`src/rtl/arp_pkg.sv`:
```
// Shared types and character constants for the address range parser.
package arp_pkg;

   // Characters recognised by the parser
   localparam logic [7:0] CH_NUL    = 8'h00;
   localparam logic [7:0] CH_DOLLAR = 8'h24;
   localparam logic [7:0] CH_PLUS   = 8'h2B;
   localparam logic [7:0] CH_MINUS  = 8'h2D;
   localparam logic [7:0] CH_ZERO   = 8'h30;
   localparam logic [7:0] CH_ONE    = 8'h31;
   localparam logic [7:0] CH_NINE   = 8'h39;
   localparam logic [7:0] CH_UPPER_A = 8'h41;
   localparam logic [7:0] CH_UPPER_F = 8'h46;
   localparam logic [7:0] CH_LOWER_A = 8'h61;
   localparam logic [7:0] CH_LOWER_F = 8'h66;
   localparam logic [7:0] CH_LOWER_X = 8'h78;

   localparam logic [15:0] COUNT_MAX = 16'hFFFF;

   typedef enum logic [3:0] {
      PH_SCAN1 = 4'd0,
      PH_PEND1 = 4'd1,
      PH_NUM1  = 4'd2,
      PH_SCAN2 = 4'd3,
      PH_PEND2 = 4'd4,
      PH_NUM2  = 4'd5,
      PH_DONE  = 4'd6
   } phase_type;

   typedef struct packed {
      phase_type   phase;
      logic        hex_mode;
      logic [31:0] first_value;
      logic [31:0] second_value;
      logic        relative_flag;
      logic [15:0] char_count;
   } state_type;

   typedef struct packed {
      logic [31:0] first_addr;
      logic [31:0] last_addr;
      logic [15:0] consumed;
      logic        ok;
   } result_type;

   localparam state_type STATE_RESET = '{
      phase:         PH_SCAN1,
      hex_mode:      1'b0,
      first_value:   32'd0,
      second_value:  32'd0,
      relative_flag: 1'b0,
      char_count:    16'd0
   };

endpackage

```
`src/rtl/arp_step.sv`:
```
// Per-character parser update: next state and the result it may produce.
module arp_step (
   input  arp_pkg::state_type  state_i,
   input  logic [7:0]          ch_i,
   output arp_pkg::state_type  next_o,
   output logic                emit_o,
   output arp_pkg::result_type result_o
);

   logic        is_scan;
   logic        is_pend;
   logic        is_num;
   logic        is_second;
   logic        pre;
   logic        num_active;
   logic        num_hex;
   logic [31:0] cur_val;
   logic [31:0] first_eff;
   logic [31:0] end_val;
   logic [31:0] acc;
   logic [7:0]  d_tmp;
   logic [3:0]  dval;
   logic        dvalid;
   logic        take_digit;
   logic        take_sign;
   logic        num_end;
   logic [15:0] count_bump;

   // Phase decode, lookahead resolution and digit arithmetic
   always_comb begin
      is_scan   = (state_i.phase == arp_pkg::PH_SCAN1) || (state_i.phase == arp_pkg::PH_SCAN2);
      is_pend   = (state_i.phase == arp_pkg::PH_PEND1) || (state_i.phase == arp_pkg::PH_PEND2);
      is_num    = (state_i.phase == arp_pkg::PH_NUM1) || (state_i.phase == arp_pkg::PH_NUM2);
      is_second = (state_i.phase == arp_pkg::PH_SCAN2) || (state_i.phase == arp_pkg::PH_PEND2) ||
                  (state_i.phase == arp_pkg::PH_NUM2);

      // a nonzero digit while scanning, or a pending zero not followed by x,
      // drops straight into a fresh decimal number on this character
      pre = (is_scan && (ch_i >= arp_pkg::CH_ONE) && (ch_i <= arp_pkg::CH_NINE)) ||
            (is_pend && (ch_i != arp_pkg::CH_LOWER_X));
      num_active = is_num || pre;
      num_hex    = pre ? 1'b0 : state_i.hex_mode;
      cur_val    = pre ? 32'd0 : (is_second ? state_i.second_value : state_i.first_value);
      first_eff  = is_second ? state_i.first_value : cur_val;
      end_val    = is_second ? (state_i.relative_flag ? state_i.first_value + cur_val : cur_val)
                             : first_eff;

      // digit value in the current base
      dvalid = 1'b0;
      d_tmp  = ch_i - arp_pkg::CH_ZERO;
      if ((ch_i >= arp_pkg::CH_ZERO) && (ch_i <= arp_pkg::CH_NINE)) begin
         dvalid = 1'b1;
      end else if (num_hex && (ch_i >= arp_pkg::CH_UPPER_A) && (ch_i <= arp_pkg::CH_UPPER_F)) begin
         dvalid = 1'b1;
         d_tmp  = ch_i - (arp_pkg::CH_UPPER_A - 8'd10);
      end else if (num_hex && (ch_i >= arp_pkg::CH_LOWER_A) && (ch_i <= arp_pkg::CH_LOWER_F)) begin
         dvalid = 1'b1;
         d_tmp  = ch_i - (arp_pkg::CH_LOWER_A - 8'd10);
      end
      dval = d_tmp[3:0];

      // times sixteen is a shift, times ten is two shifts and an add
      if (num_hex) begin
         acc = {cur_val[27:0], dval};
      end else begin
         acc = {cur_val[28:0], 3'b000} + {cur_val[30:0], 1'b0} + {28'd0, dval};
      end

      take_digit = num_active && dvalid;
      take_sign  = num_active && !is_second && !take_digit &&
                   ((ch_i == arp_pkg::CH_MINUS) || (ch_i == arp_pkg::CH_PLUS));
      num_end    = num_active && !take_digit && !take_sign;

      // saturating character count
      count_bump = state_i.char_count +
                   {15'd0, state_i.char_count != arp_pkg::COUNT_MAX};
   end

   // Next state
   always_comb begin
      next_o = state_i;
      unique case (state_i.phase)
         arp_pkg::PH_SCAN1, arp_pkg::PH_SCAN2: begin
            if (ch_i == arp_pkg::CH_NUL) begin
               next_o = arp_pkg::STATE_RESET;
            end else if (ch_i == arp_pkg::CH_DOLLAR) begin
               next_o.char_count = count_bump;
               next_o.hex_mode   = 1'b1;
               if (is_second) begin
                  next_o.second_value = 32'd0;
                  next_o.phase        = arp_pkg::PH_NUM2;
               end else begin
                  next_o.first_value = 32'd0;
                  next_o.phase       = arp_pkg::PH_NUM1;
               end
            end else if (ch_i == arp_pkg::CH_ZERO) begin
               next_o.char_count = count_bump;
               next_o.phase      = is_second ? arp_pkg::PH_PEND2 : arp_pkg::PH_PEND1;
            end else if (!pre) begin
               next_o.char_count = count_bump;
            end
         end
         arp_pkg::PH_PEND1, arp_pkg::PH_PEND2: begin
            if (!pre) begin
               next_o.char_count = count_bump;
               next_o.hex_mode   = 1'b1;
               if (is_second) begin
                  next_o.second_value = 32'd0;
                  next_o.phase        = arp_pkg::PH_NUM2;
               end else begin
                  next_o.first_value = 32'd0;
                  next_o.phase       = arp_pkg::PH_NUM1;
               end
            end
         end
         arp_pkg::PH_NUM1, arp_pkg::PH_NUM2: begin
            next_o = state_i;
         end
         default: begin
            if (ch_i == arp_pkg::CH_NUL) begin
               next_o = arp_pkg::STATE_RESET;
            end
         end
      endcase

      // number accumulation, range operator or end of expression
      if (num_active) begin
         next_o.hex_mode = num_hex;
         if (take_digit) begin
            next_o.char_count = count_bump;
            if (is_second) begin
               next_o.second_value = acc;
               next_o.phase        = arp_pkg::PH_NUM2;
            end else begin
               next_o.first_value = acc;
               next_o.phase       = arp_pkg::PH_NUM1;
            end
         end else if (take_sign) begin
            next_o.char_count    = count_bump;
            next_o.first_value   = cur_val;
            next_o.relative_flag = (ch_i == arp_pkg::CH_PLUS);
            next_o.phase         = arp_pkg::PH_SCAN2;
         end else if (ch_i == arp_pkg::CH_NUL) begin
            next_o = arp_pkg::STATE_RESET;
         end else begin
            next_o.phase = arp_pkg::PH_DONE;
         end
      end
   end

   // Result
   always_comb begin
      emit_o   = 1'b0;
      result_o = '0;
      if (num_end) begin
         emit_o              = 1'b1;
         result_o.first_addr = first_eff;
         result_o.last_addr  = end_val;
         result_o.consumed   = state_i.char_count;
         result_o.ok         = 1'b1;
      end else if (is_scan && (ch_i == arp_pkg::CH_NUL)) begin
         // string ended with a number missing
         emit_o              = 1'b1;
         result_o.first_addr = is_second ? state_i.first_value : 32'd0;
         result_o.last_addr  = is_second ? state_i.first_value : 32'd0;
      end
   end

endmodule

```
`src/rtl/arp_result_reg.sv`:
```
// Result register for the response channel.
module arp_result_reg (
   input  logic                clock,
   input  logic                reset,
   input  logic                load_i,
   input  arp_pkg::result_type result_i,
   output logic                space_o,
   input  logic                rsp_stall,
   output logic                rsp_valid,
   output arp_pkg::result_type rsp_o
);

   logic                valid_ff;
   logic                valid_in;
   arp_pkg::result_type data_ff;

   // free when empty or when the held transaction leaves this cycle
   assign space_o = !valid_ff || !rsp_stall;

   always_comb begin
      if (load_i) begin
         valid_in = 1'b1;
      end else begin
         valid_in = valid_ff && rsp_stall;
      end
   end

   always_ff @(posedge clock) begin
      if (reset) begin
         valid_ff <= 1'b0;
      end else begin
         valid_ff <= valid_in;
      end
   end

   // payload, no reset
   always_ff @(posedge clock) begin
      if (load_i) begin
         data_ff <= result_i;
      end
   end

   assign rsp_valid = valid_ff;
   assign rsp_o     = data_ff;

endmodule

```
`src/rtl/address_range_parser.sv`:
```
// Top level of the address range parser.
//
//   channel  direction  handshake          payload
//   req      in         req_valid/stall    ch (8)
//   rsp      out        rsp_valid/stall    first_addr, last_addr (32), consumed (16), ok
//
// One character is taken per cycle while req_stall is low; the whole update for a
// character sits between the parser state register and the result register.
// A result appears on rsp in the cycle after the character that ends the expression.
// Synchronous reset returns the parser to scanning for the first number.
// req_stall is raised only while a result is held and rsp_stall is high.
module address_range_parser (
   input  logic        clock,
   input  logic        reset,
   input  logic        req_valid,
   output logic        req_stall,
   input  logic [7:0]  req_ch,
   output logic        rsp_valid,
   input  logic        rsp_stall,
   output logic [31:0] rsp_first_addr,
   output logic [31:0] rsp_last_addr,
   output logic [15:0] rsp_consumed,
   output logic        rsp_ok
);

   arp_pkg::state_type  state_ff;
   arp_pkg::state_type  state_in;
   arp_pkg::result_type step_result;
   arp_pkg::result_type rsp_data;
   logic                step_emit;
   logic                space;
   logic                accept;

   assign req_stall = !space;
   assign accept    = req_valid && space;

   arp_step u_step (
      .state_i  (state_ff),
      .ch_i     (req_ch),
      .next_o   (state_in),
      .emit_o   (step_emit),
      .result_o (step_result)
   );

   // Parser state register
   always_ff @(posedge clock) begin
      if (reset) begin
         state_ff <= arp_pkg::STATE_RESET;
      end else if (accept) begin
         state_ff <= state_in;
      end
   end

   arp_result_reg u_result (
      .clock     (clock),
      .reset     (reset),
      .load_i    (accept && step_emit),
      .result_i  (step_result),
      .space_o   (space),
      .rsp_stall (rsp_stall),
      .rsp_valid (rsp_valid),
      .rsp_o     (rsp_data)
   );

   assign rsp_first_addr = rsp_data.first_addr;
   assign rsp_last_addr  = rsp_data.last_addr;
   assign rsp_consumed   = rsp_data.consumed;
   assign rsp_ok         = rsp_data.ok;

endmodule

```
`config.mk`:
```
export PLATFORM = sky130hd
export DESIGN_NAME = address_range_parser
export DESIGN_NICKNAME = d
export VERILOG_FILES = /design/src/rtl/arp_pkg.sv /design/src/rtl/arp_step.sv /design/src/rtl/arp_result_reg.sv /design/src/rtl/address_range_parser.sv
export SDC_FILE = /design/constraint.sdc
export NUM_CORES = 1
export LEC_CHECK = 0
export BUFFER_PORTS_ARGS = -buffer_cell sky130_fd_sc_hd__buf_4
export CAP_MARGIN = 10
export CELL_PAD_IN_SITES_DETAIL_PLACEMENT = 1
export CELL_PAD_IN_SITES_GLOBAL_PLACEMENT = 2
export CORE_ASPECT_RATIO = 0.75
export CORE_MARGIN = 1
export CORE_UTILIZATION = 31
export DETAILED_ROUTE_END_ITERATION = 10
export MAX_ROUTING_LAYER = met4
export PLACE_DENSITY_LB_ADDON = 0.1
export RECOVER_POWER = 50
export SYNTH_ARGS = -nofsm -noshare
export SYNTH_HDL_FRONTEND = slang
export SYNTH_SLANG_ARGS = --single-unit
```
`constraint.sdc`:
```
create_clock -name clock -period 5.5 [get_ports clock]
set_input_delay 0.275 -clock clock [delete_from_list [all_inputs] [get_ports clock]]
set_output_delay 0.275 -clock clock [all_outputs]
set_load 0.005 [all_outputs]
```
== Word level (Yosys, flattened, before mapping) ==
Index checks and enable logic that the tools add are counted.

* Flip-flop bits (word level): 168
* Input port bits: 12
* Output and inout bits: 83
* Word-level logic and storage cells: 136

* $add $sub $neg: 7
* Magnitude comparators: 7
* Eq/ne operators: 15
* Multiplexer cells: 53
* Reduce and logical (&&, ||, !) cells: 43

{| class="wikitable"
|+ Operator list
! cell !! count
|-
| 32-bit two-way mux || 12
|-
| 86-bit two-way mux || 3
|-
| 69-bit one-hot mux with 3 select lines || 1
|-
| 64-bit two-way mux || 3
|-
| 69-bit two-way mux || 2
|-
| 82-bit two-way mux || 1
|-
| 16-bit two-way mux || 5
|-
| 65-bit two-way mux || 1
|-
| 32-bit adder || 2
|-
| 16-bit one-hot mux with 3 select lines || 1
|-
| 32-bit by 4-bit adder with 32-bit output || 1
|-
| 8-bit by 6-bit == test with 1-bit output (second input constant) || 4
|-
| 4-bit two-way mux || 7
|-
| 1-bit logical AND || 18
|-
| 17-bit two-way mux || 1
|-
| 16-bit by 1-bit adder with 16-bit output || 1
|-
| 8-bit by 6-bit greater-or-equal comparator with 1-bit output (second input constant) || 2
|-
| 8-bit by 7-bit greater-or-equal comparator with 1-bit output (second input constant) || 2
|-
| 8-bit by 7-bit less-or-equal comparator with 1-bit output (second input constant) || 2
|-
| 16-bit inequality test (second input constant) || 1
|-
| 1-bit two-way mux || 12
|-
| 5-bit AND reduction || 2
|-
| 1-bit logical OR || 9
|-
| 3-bit two-way mux || 3
|-
| other kinds (19) || 29
|}

== Logic depth before layout (Yosys ltp) ==
Gate-level depths: netlist (run 1).

* Word-level depth: 20
* Mapped depth: 23
* Gate-level depth less buffers: 22

== By module ==
From an unflattened synthesis (run 1), not the netlist that was laid out.

* Cells, all modules: 1612
* Area total of the unflattened synthesis: 13534.2 um^2

{| class="wikitable"
|+ Modules (own cells, without submodules)
! module !! instances !! cells an instance !! area each (um^2) !! sequential area each (um^2)
|-
| arp_step || 1 || 1133 || 7315.8 || 0.0
|-
| address_range_parser || 1 || 394 || 3753.6 || 1721.7
|-
| arp_result_reg || 1 || 85 || 2464.9 || 2452.4
|}

== Worst setup path after synthesis (run 1) ==
OpenSTA, ideal clock, no wires.

* Path kind: input-to-reg
* Start: in req_ch[0]
* End: reg u_result.data_ff, in the netlist u_result.rsp_o[0], enable pin
* Library setup time: 523 ps
* Data arrival time: 5484 ps
* Data required time: 4977 ps
* Slack: -507 ps
* Stages: 10
* Buffers on the path: 0
* Cells stage by stage: inv_1 > ha_1 > nor2b_1 > a311oi_1 > a211oi_2 > a21oi_2 > o21ai_1 > nor2b_1 > a21oi_1 > nor2_1

* Word-level cells in the longest chain between the ends: 18
* Elaborated cells between the ends (all ways): 38
* Classes of those cells: 7 x order compare; 3 x eq/ne; 6 x mux; 22 x reduce/logical

{| class="wikitable"
|+ RTL lines
! what !! RTL line !! text
|-
| start, declared || address_range_parser.sv:17 || <nowiki>input logic [7:0] req_ch,</nowiki>
|-
| 8-bit by 6-bit greater-or-equal comparator with 1-bit output || arp_step.sv:39 || <nowiki>pre = (is_scan && (ch_i >= arp_pkg::CH_ONE) && (ch_i <= arp_pkg::CH_NINE)) ||</nowiki>
|-
| 1-bit logical AND (2 in a row) || arp_step.sv:39 ||
|-
| 1-bit logical OR || arp_step.sv:39 ||
|-
| 1-bit two-way mux || arp_step.sv:42 || <nowiki>num_hex = pre ? 1'b0 : state_i.hex_mode;</nowiki>
|-
| 1-bit logical AND (2 in a row) || arp_step.sv:56 || <nowiki>end else if (num_hex && (ch_i >= arp_pkg::CH_LOWER_A) && (ch_i <= arp_pkg::CH_LOWER_F)) begin</nowiki>
|-
| 1-bit two-way mux || arp_step.sv:56 ||
|-
| 1-bit two-way mux || arp_step.sv:53 || <nowiki>end else if (num_hex && (ch_i >= arp_pkg::CH_UPPER_A) && (ch_i <= arp_pkg::CH_UPPER_F)) begin</nowiki>
|-
| 1-bit two-way mux || arp_step.sv:51 || <nowiki>if ((ch_i >= arp_pkg::CH_ZERO) && (ch_i <= arp_pkg::CH_NINE)) begin</nowiki>
|-
| 1-bit logical AND || arp_step.sv:69 || <nowiki>take_digit = num_active && dvalid;</nowiki>
|-
| 1-bit zero test || arp_step.sv:70, arp_step.sv:72 ||
|-
| 1-bit logical AND (2 in a row) || arp_step.sv:70 || <nowiki>take_sign = num_active && !is_second && !take_digit &&</nowiki>
|-
| 1-bit zero test || arp_step.sv:72 || <nowiki>num_end = num_active && !take_digit && !take_sign;</nowiki>
|-
| 1-bit logical AND || arp_step.sv:72 ||
|-
| 1-bit two-way mux (*) || arp_step.sv:155 || <nowiki>if (num_end) begin</nowiki>
|-
| 1-bit logical AND (*) || address_range_parser.sv:57 || <nowiki>.load_i (accept && step_emit),</nowiki>
|-
| net u_result.load_i || arp_result_reg.sv:5 || <nowiki>input logic load_i,</nowiki>
|-
| end signal, assigned || arp_result_reg.sv:39 || <nowiki>data_ff <= result_i;</nowiki>
|-
| end, declared || arp_result_reg.sv:15 || <nowiki>arp_pkg::result_type data_ff;</nowiki>
|}

Mark *: on every way through the listed nets, which the timed path passes. The rest lies on a longest branch.
A chain may end at the register's enable or synchronous reset.

== Worst setup path after layout (run 1) ==
* Start: reg state_ff[84] (netlist bit)
* End: reg state_ff[46] (netlist bit)

* Word-level cells in the longest chain between the ends: 18
* Elaborated cells between the ends (all ways): 51
* Classes of those cells: 2 x add/sub; 5 x eq/ne; 20 x mux; 24 x reduce/logical

{| class="wikitable"
|+ RTL lines
! what !! RTL line !! text
|-
| start, declared || address_range_parser.sv:26 || <nowiki>arp_pkg::state_type state_ff;</nowiki>
|-
| start signal, assigned || address_range_parser.sv:48 || <nowiki>state_ff <= arp_pkg::STATE_RESET;</nowiki>
|-
| start signal, assigned || address_range_parser.sv:50 || <nowiki>state_ff <= state_in;</nowiki>
|-
| parallel branches: the longest is 17 deep, another holds 32-bit adder || -- ||
|-
| 86-bit two-way mux (*) || arp_step.sv:127 || <nowiki>if (num_active) begin</nowiki>
|}

Every way passes the cells marked *. The select of a mux whose other input is x is not followed.

==> run_results.csv, run 1 <==
group,metric,value,unit
timing,clock_skew,0.0142,ns
logic_synthesis,yosysTopAreaCell,"edfxtp_1",
worst_hold_path,hold_class,"in2reg",
clock_network,post_cts_buffers,0,
finish,drive_gt1_share,12.9,%
logic_synthesis,synthFlopType,"dfxtp_1",
status,failed_checks,"capacitance limit, slew limit",
clock_network,cts_buffer_depth,2,
finish,nFillCells,4578,
drt,vias,11700,
logic_synthesis,async_flop_share,0,%
global_route,overflow,0,
logic_synthesis,synth.avg_cell_area,8.33,sq um
place,io_buffers,94,
power,powerDensity,324,mW/mm^2
clock_network,postCtsHoldBufs,0,
place,dp_hpwl,35.6,mm
run,maxCapViolations,1,
logic_synthesis,syn_area,0.0123,sq mm
timing,hold_viol_final,0,
setup_path,arrival,5.44,ns
clock_network,path_clk_slew,0.08,ns
logic_synthesis,synth_seq_area_share,33.8,%
logic_synthesis,synth.distinct_cells,82,
drt,drt_iter0_markers,851,
timing,fmax,197,MHz
place,placed_area,0.0139,sq mm
timing,worst_pin_slew,1.73,ns
setup_path,slowest_stage,"or4_1",
clock_network,cts_root_buf,"clkbuf_16",
finish,area_growth,17.1,%
power,p_leak,5.91,nW
logic_synthesis,synth_seq_cells,167,
floorplanning,die_width,232,microns
logic_synthesis,syn-instance-count,1476,
global_route,grt_pass1_vias,11300,
drt,drc,0,
logic_synthesis,synth_edf_count,81,
clock_network,h-tree-depth,4,
floorplanning,rows,62,
floorplanning,fp.dieArea,0.0405,sq mm
global_route,antenna_found_initial,0,
finish,diodes,0,
clock_network,cts_buffers,17,
timing,slew_violations,25,
clock_network,insertion_delay,0.47,ns
setup_path,worstSetupPathType,"reg2reg",
timing,post-route-period-util,92.3,%
global_route,grtUsageTotal,24.2,%
setup_path,crit_fanout,12,
timing,period_minus_slack,5.08,ns
floorplanning,fp.coreArea,0.0387,sq mm
clock_network,clock_sinks,167,
timing,setup_violations,0,
place,gp_congestion,0.870,
logic_synthesis,ys_top_cells_by_area,"edfxtp_1 (20%), dfxtp_1 (14%), ha_1 (9.8%), a21oi_1 (6.0%), nor2_1 (4.6%)",
floorplanning,die_y,174,microns
setup_path,setup.worst_path.end_class,"flip-flop",
global_route,grt_first_pass_wirelength,72.1,mm
timing,setup-tns-final,0,ns
setup_path,critPathLaunchType,"flip-flop",
drt,antenna_left,0,
setup_path,path_cells,"buf_4 > o21ai_2 > inv_2 > buf_4 > mux2i_1 > nand2b_1 > inv_1 > ha_1 > ha_1 > and4_4 > a21o_1 > a211o_1 > or4_1 > and3_1 > a211o_1 > a41oi_1 > xor2_1 > a21oi_1 > a22o_1",
setup_path,rr_worst_depth,19,
logic_synthesis,yosysWarnings,0,
logic_synthesis,yosysTopAreaCellShare,19.8,%
timing,slew_headroom,-15.3,%
logic_synthesis,synth_nets,1587,
floorplanning,ios,95,
clock_network,tritoncts,"built",
floorplanning,start_util,31.8,%
drt,avgRoutedWirePerCell,22.4,microns
drt,wl,46.9,mm
power,ir_worst_vdd,0.000235,V
finish,fin_nets,1678,
drt,first_pass_iters,5,
timing,rsz0062_at_grt,"no",
status,status,"finished, violations left",
drt,viasPerCell,5.58,
setup_path,required,5.86,ns
worst_hold_path,hold_depth,4,
global_route,grt_max_degree,78,
finish,final_area,0.0144,sq mm
setup_path,slowest_delay,0.54,ns
-- synth_stat cells, types with 5 or more instances --
cell type and instances:
nor2_1 152, a21oi_1 148, nand2_1 131, ha_1 96, dfxtp_1 86, edfxtp_1 81
clkbuf_1 69, o21ai_0 67, and2_1 58, o21ai_1 47, nor3_1 40, inv_1 37
a22oi_1 32, xnor2_1 32, nand3_1 30, xor2_1 29, mux2i_1 27, a21o_1 21
nand2b_1 20, a211oi_1 16, and3_1 16, nor2b_1 15, buf_2 14, nand4_1 12
o21a_1 12, a22o_1 11, a222oi_1 10, a31oi_1 10, nor4_1 10, or3_1 10
a32oi_1 9, o21bai_1 8, o31ai_1 7, a221oi_1 6, a2bb2oi_1 6, buf_1 6
o22ai_1 6, nand3b_1 5, o211ai_1 5, or2_2 5
-- registers in the layout (all words and copies together) (netlist names) --
name                cells
state_ff               85
u_result.rsp_o         81
u_result.rsp_valid      1
-- cells in the final DEF (no fill, tap or decap), drive strengths merged, types with 18 or more instances in the layout --
master  synthesis  routed
dfxtp          86      86
nor2          153     153
mux2i          27      27
xor2           29      29
xnor2          32      32
inv            37      42
a21o           21      21
a22oi          32      32
nand3          30      30
edfxtp         81      81
a211oi         18      18
ha             96      96
buf            20      74
nand2         131     131
o21ai         116     116
nand2b         20      20
clkbuf         69     107
and2           59      59
a21oi         149     149
nor3           41      41
-- power by group --
group          switching [mW]  internal, mW  leakage, nW
registers              0.0847          1.56         1.46
clock network           0.571         0.678        0.281
logic                    1.18         0.577         4.17
-- metal layers --
layer	track usage, %	part of all wire (%)	vias up
met1	37.3	54	5728
met5	-	0	-
met3	3.67	4.7	30
met4	4.82	1.4	0
li1	-	-	5642
met2	32.5	40	264
-- worst max-delay path: cells and delay by family (launching register included) --
family / cells / cell delay, ns
AOI/OAI and AO/OA: 7 / 1.48
xor gates and xnor gates: 1 / 0.23
adders and majority gates: 2 / 0.60
buffers and inverters: 4 / 0.84
DFF: 1 / 0.44
muxes: 1 / 0.25
and+or+nand+nor: 4 / 1.14
-- layout make-up --
| cell class | count | area [sq um] | area share (%) |
|---|---|---|---|
| multi-input combinational | 1183 | 7680 | 53.3 |
| sequential | 167 | 4160 | 28.9 |
| timing repair buffer | 161 | 1200 | 8.33 |
| tap | 512 | 641 | 4.45 |
| clock buffer | 20 | 437 | 3.03 |
| clock inverter | 12 | 143 | 0.991 |
| inverter | 37 | 139 | 0.965 |
-- repair_timing --
| action | in CTS | in global routing |
|---|---|---|
| gates resized for setup | 0 | 2 |
| setup endpoints to repair | 0 | 4 |
| hold endpoints to repair | 0 | 0 |
-- through the flow --
step                total power, mW  std cells  setup WS, ns  hold WS (ns)  utilization [%]
global placement               3.47       2060         0.204         0.444             35.9
finish                         4.66       2092         0.421         0.180             37.2
global route                   4.92       2092        0.0616         0.215             37.2
CTS                            4.76       2092         0.292         0.164             37.4
detailed placement             3.50       2060        0.0487         0.454             35.9
floorplan                      2.58       1476         0.218         0.428                -
-- kinds of logic after synthesis --
family | after synthesis | synth area share, %
AO/OA/AOI/OAI | 474 | 24.8
XOR/XNOR | 61 | 4.35
adder cells (fa/ha/maj) | 99 | 10.3
buffers and inverters | 126 | 3.99
flip-flops | 167 | 33.8
multiplexers | 27 | 2.20
AND/OR/NAND/NOR | 522 | 20.6
-- final timing paths --
| check | startpoint | slack, ns | to |
|---|---|---|---|
| hold reg to reg | state_ff[40] | 0.47 | state_ff[40] |
| hold / removal | rsp_stall | 0.18 | u_result.rsp_valid |
| setup / recovery | state_ff[84] | 0.42 | state_ff[46] |
| setup reg to reg | state_ff[84] | 0.42 | state_ff[46] |
(Power assumes the default switching activity.)
==> inputs of run 2 (changes only) <==
Settings changed: SYNTH_HIERARCHICAL set to 1.
==> run 2 against run 1 <==
Net effect: the run still ends with capacitance limit, slew limit left; clock skew up 0.0055 ns; critical path type unchanged; utilization fell by 0.60 points; sequential cell count rose by 1; hold slack lost 0.11 ns; worst setup slack improved by 0.044 ns; global-route usage fell by 1.6 points; area after synthesis rose by 10%; synthesized cell count increased by 9.2%; non-clock buffer count increased by 14; die area rose by 10%; first-iteration DRC count shrank 7.6%; count of clock-buffer cells in the layout fell by 2; largest power group unchanged.
==> run_results.csv, run 2 <==
group,metric,value,unit
place,gp_congestion,0.842,
run,maxCapViolations,1,
floorplanning,rows,65,
finish,layout_commonest_cell,"nand2_1",
timing,slew_headroom,-12.8,%
timing,post-route-period-util,91.5,%
timing,worst_slack,0.465,ns
setup_path,rr_worst_depth,21,
status,failed_checks,"capacitance limit, slew limit",
logic_synthesis,synth_nets,1722,
logic_synthesis,synthFlopType,"dfxtp_1",
finish,finalNonFillerCells,2285,
place,place_ws,-0.108,ns
logic_synthesis,ys_top_cells_by_area,"edfxtp_1 (18%), dfxtp_1 (13%), ha_1 (8.8%), a21oi_1 (6.9%), a21bo_1 (5.3%)",
finish,final_cell_mix,"nand2_1 (187), a21oi_1 (186), o21ai_0 (113)",
clock_network,insertion_delay,0.48,ns
logic_synthesis,yosysMostFrequentCell,"nand2_1",
logic_synthesis,syn_area,0.0135,sq mm
logic_synthesis,ys_top_cells_by_count,"nand2_1 (188), a21oi_1 (186), o21ai_0 (109), nand3_1 (107), ha_1 (95)",
timing,worst_hold_slack,0.0665,ns
worst_hold_path,hp-start,"rsp_stall",
clock_network,cts_buffers,17,
timing,worst_pin_slew,1.69,ns
drt,drt_iter0_markers,786,
floorplanning,die_y,183,microns
logic_synthesis,synth_seq_cells,168,
timing,fmax,199,MHz
place,io_buffers,94,
timing,hold_viol_final,0,
floorplanning,ios,95,
setup_path,cp-startpoint,"state_ff[82]",
timing,setup_violations,0,
setup_path,setup.worst_path.end_class,"flip-flop",
global_route,grt_max_degree,67,
logic_synthesis,synth.distinct_cells,88,
setup_path,worst-path-stages,21,
drt,avgRoutedWirePerCell,21.1,microns
logic_synthesis,synth_edf_count,81,
clock_network,tritoncts,"built",
drt,drc,0,
clock_network,clock_sinks,168,
global_route,grtUsageTotal,22.6,%
status,status,"finished, violations left",
floorplanning,fp.coreArea,0.0425,sq mm
power,powerDensity,328,mW/mm^2
place,dp.cells,2251,
timing,period_minus_slack,5.03,ns
clock_network,path_clk_slew,0.07,ns
finish,area_growth,14.9,%
logic_synthesis,syn-instance-count,1612,
setup_path,required,5.89,ns
clock_network,cts_buffer_depth,2,
logic_synthesis,synth.avg_cell_area,8.40,sq um
timing,clock_skew,0.0198,ns
drt,viasPerCell,5.48,
global_route,antenna_found_initial,1,
setup_path,slowest_delay,0.59,ns
logic_synthesis,yosysTopAreaCell,"edfxtp_1",
floorplanning,start_util,31.8,%
power,p_leak,6.28,nW
worst_hold_path,hold_depth,3,
power,ir_worst_vdd,0.000333,V
worst_hold_path,hold_class,"in2reg",
setup_path,worstSetupPathType,"reg2reg",
floorplanning,die_width,243,microns
floorplanning,fp.dieArea,0.0445,sq mm
setup_path,cp_num_buf_inv,1,
finish,drive_gt1_share,14.4,%
clock_network,postCtsHoldBufs,0,
logic_synthesis,async_flop_share,0,%
global_route,overflow,0,
setup_path,slowest_stage,"fa_1",
place,placed_area,0.0150,sq mm
drt,vias,12500,
clock_network,cts_root_buf,"clkbuf_16",
finish,largest_reg_flops,86,
logic_synthesis,yosysTopAreaCellShare,18.0,%
timing,slew_violations,21,
setup_path,crit_family,"compound AO/OA/AOI/OAI gates",
finish,final_area,0.0156,sq mm
logic_synthesis,synth_seq_area_share,30.8,%
place,dp_hpwl,33.9,mm
drt,first_pass_iters,5,
clock_network,h-tree-depth,4,
global_route,grt_first_pass_wirelength,75.5,mm
global_route,grt_pass1_vias,12500,
setup_path,path_cells,"xor2_2 > nand2_2 > a41oi_2 > nor2_2 > or2_2 > fa_1 > inv_1 > fa_1 > nor2b_1 > o21a_1 > o21ai_0 > a21o_1 > a2111oi_2 > o21ai_0 > a21oi_2 > nor3b_1 > mux2i_1 > a21oi_1 > o21ai_0 > nand3_1 > a21oi_1",
setup_path,arrival,5.43,ns
setup_path,reg2reg_from,"state_ff[82]",
drt,wl,48.3,mm
finish,largest-register,"state_ff",
setup_path,critPathLaunchType,"flip-flop",
logic_synthesis,yosysWarnings,6,
finish,fin_nets,1811,
setup_path,cpMostUsedCell,"o21ai_0",
timing,rsz0062_at_grt,"no",
drt,antenna_left,0,
setup_path,crit_fanout,6,
run 2: power breakdown:
| part | leakage [nW] | switching, mW | internal, mW |
|---|---|---|---|
| Clock | 0.289 | 0.601 | 0.694 |
| Sequential | 1.47 | 0.0756 | 1.56 |
| Combinational | 4.53 | 1.58 | 0.592 |
run 2: cells by family (layout without fill, tap and decap cells):
| group | after synthesis | count (layout) | synth area share (%) |
|---|---|---|---|
| AO/OA/AOI/OAI | 588 | 588 | 29.5 |
| XOR/XNOR | 60 | 60 | 3.94 |
| adder cells (fa/ha/maj) | 98 | 98 | 9.23 |
| buffers and inverters | 137 | 239 | 5.20 |
| flip-flops | 168 | 168 | 30.8 |
| multiplexers | 28 | 28 | 2.07 |
| other | 0 | 2 | 0 |
| AND/OR/NAND/NOR | 533 | 533 | 19.2 |
run 2: stage by stage:
| step | util [%] | total power, mW | TNS, ns |
|---|---|---|---|
| 3_5_place_dp | 35.3 | 3.91 | -0.130 |
| 6_report | 36.6 | 5.11 | 0 |
| 3_3_place_gp | 35.3 | 3.88 | 0 |
| 5_1_grt | 36.6 | 5.41 | 0 |
| 2_1_floorplan | - | 2.99 | 0 |
| 4_1_cts | 36.7 | 5.24 | 0 |
run 2: repair_timing:
| item | CTS | global route |
|---|---|---|
| resized for setup | 0 | 5 |
| hold endpoints to repair | 0 | 0 |
| buffers inserted | 0 | 0 |
| setup endpoints to repair | 0 | 4 |
run 2: cell type report:
class | count | area (sq um)
diodes | 2 | 5.00
clock buffers | 18 | 439
inverters | 32 | 120
clock inverters | 14 | 161
repair buffers | 175 | 1280
flip-flops and latches | 168 | 4180
multi-input cells | 1307 | 8660
well taps | 569 | 712
fillers | 5037 | 27000
run 2: routing by layer:
metal | wire, microns | track usage [%] | up-vias | part of all wire [%]
li1 | - | - | 6115 | -
met3 | 1760 | 4.08 | 34 | 3.6
met5 | 0 | - | - | 0
met4 | 622 | 5.06 | 0 | 1.3
met2 | 20100 | 32.3 | 194 | 42
met1 | 25900 | 32.6 | 6174 | 54
run 2: worst paths after layout:
check / slack (ns) / end
worst min register to register: 0.58 / u_result/rsp_valid
worst max-delay path: 0.47 / state_ff[47]
worst min-delay path: 0.07 / u_result/rsp_valid
worst max register to register: 0.47 / state_ff[47]
run 2: worst reg2reg max path, cell delays in order, from the launching register on:
cell and delay, ns:
dfxtp_1 0.48, xor2_2 0.19, nand2_2 0.13, a41oi_2 0.22, nor2_2 0.11, or2_2 0.33
fa_1 0.60, inv_1 0.07, fa_1 0.41, nor2b_1 0.14, o21a_1 0.14, o21ai_0 0.12
a21o_1 0.24, a2111oi_2 0.35, o21ai_0 0.20, a21oi_2 0.23, nor3b_1 0.26, mux2i_1 0.25
a21oi_1 0.09, o21ai_0 0.16, nand3_1 0.09, a21oi_1 0.14
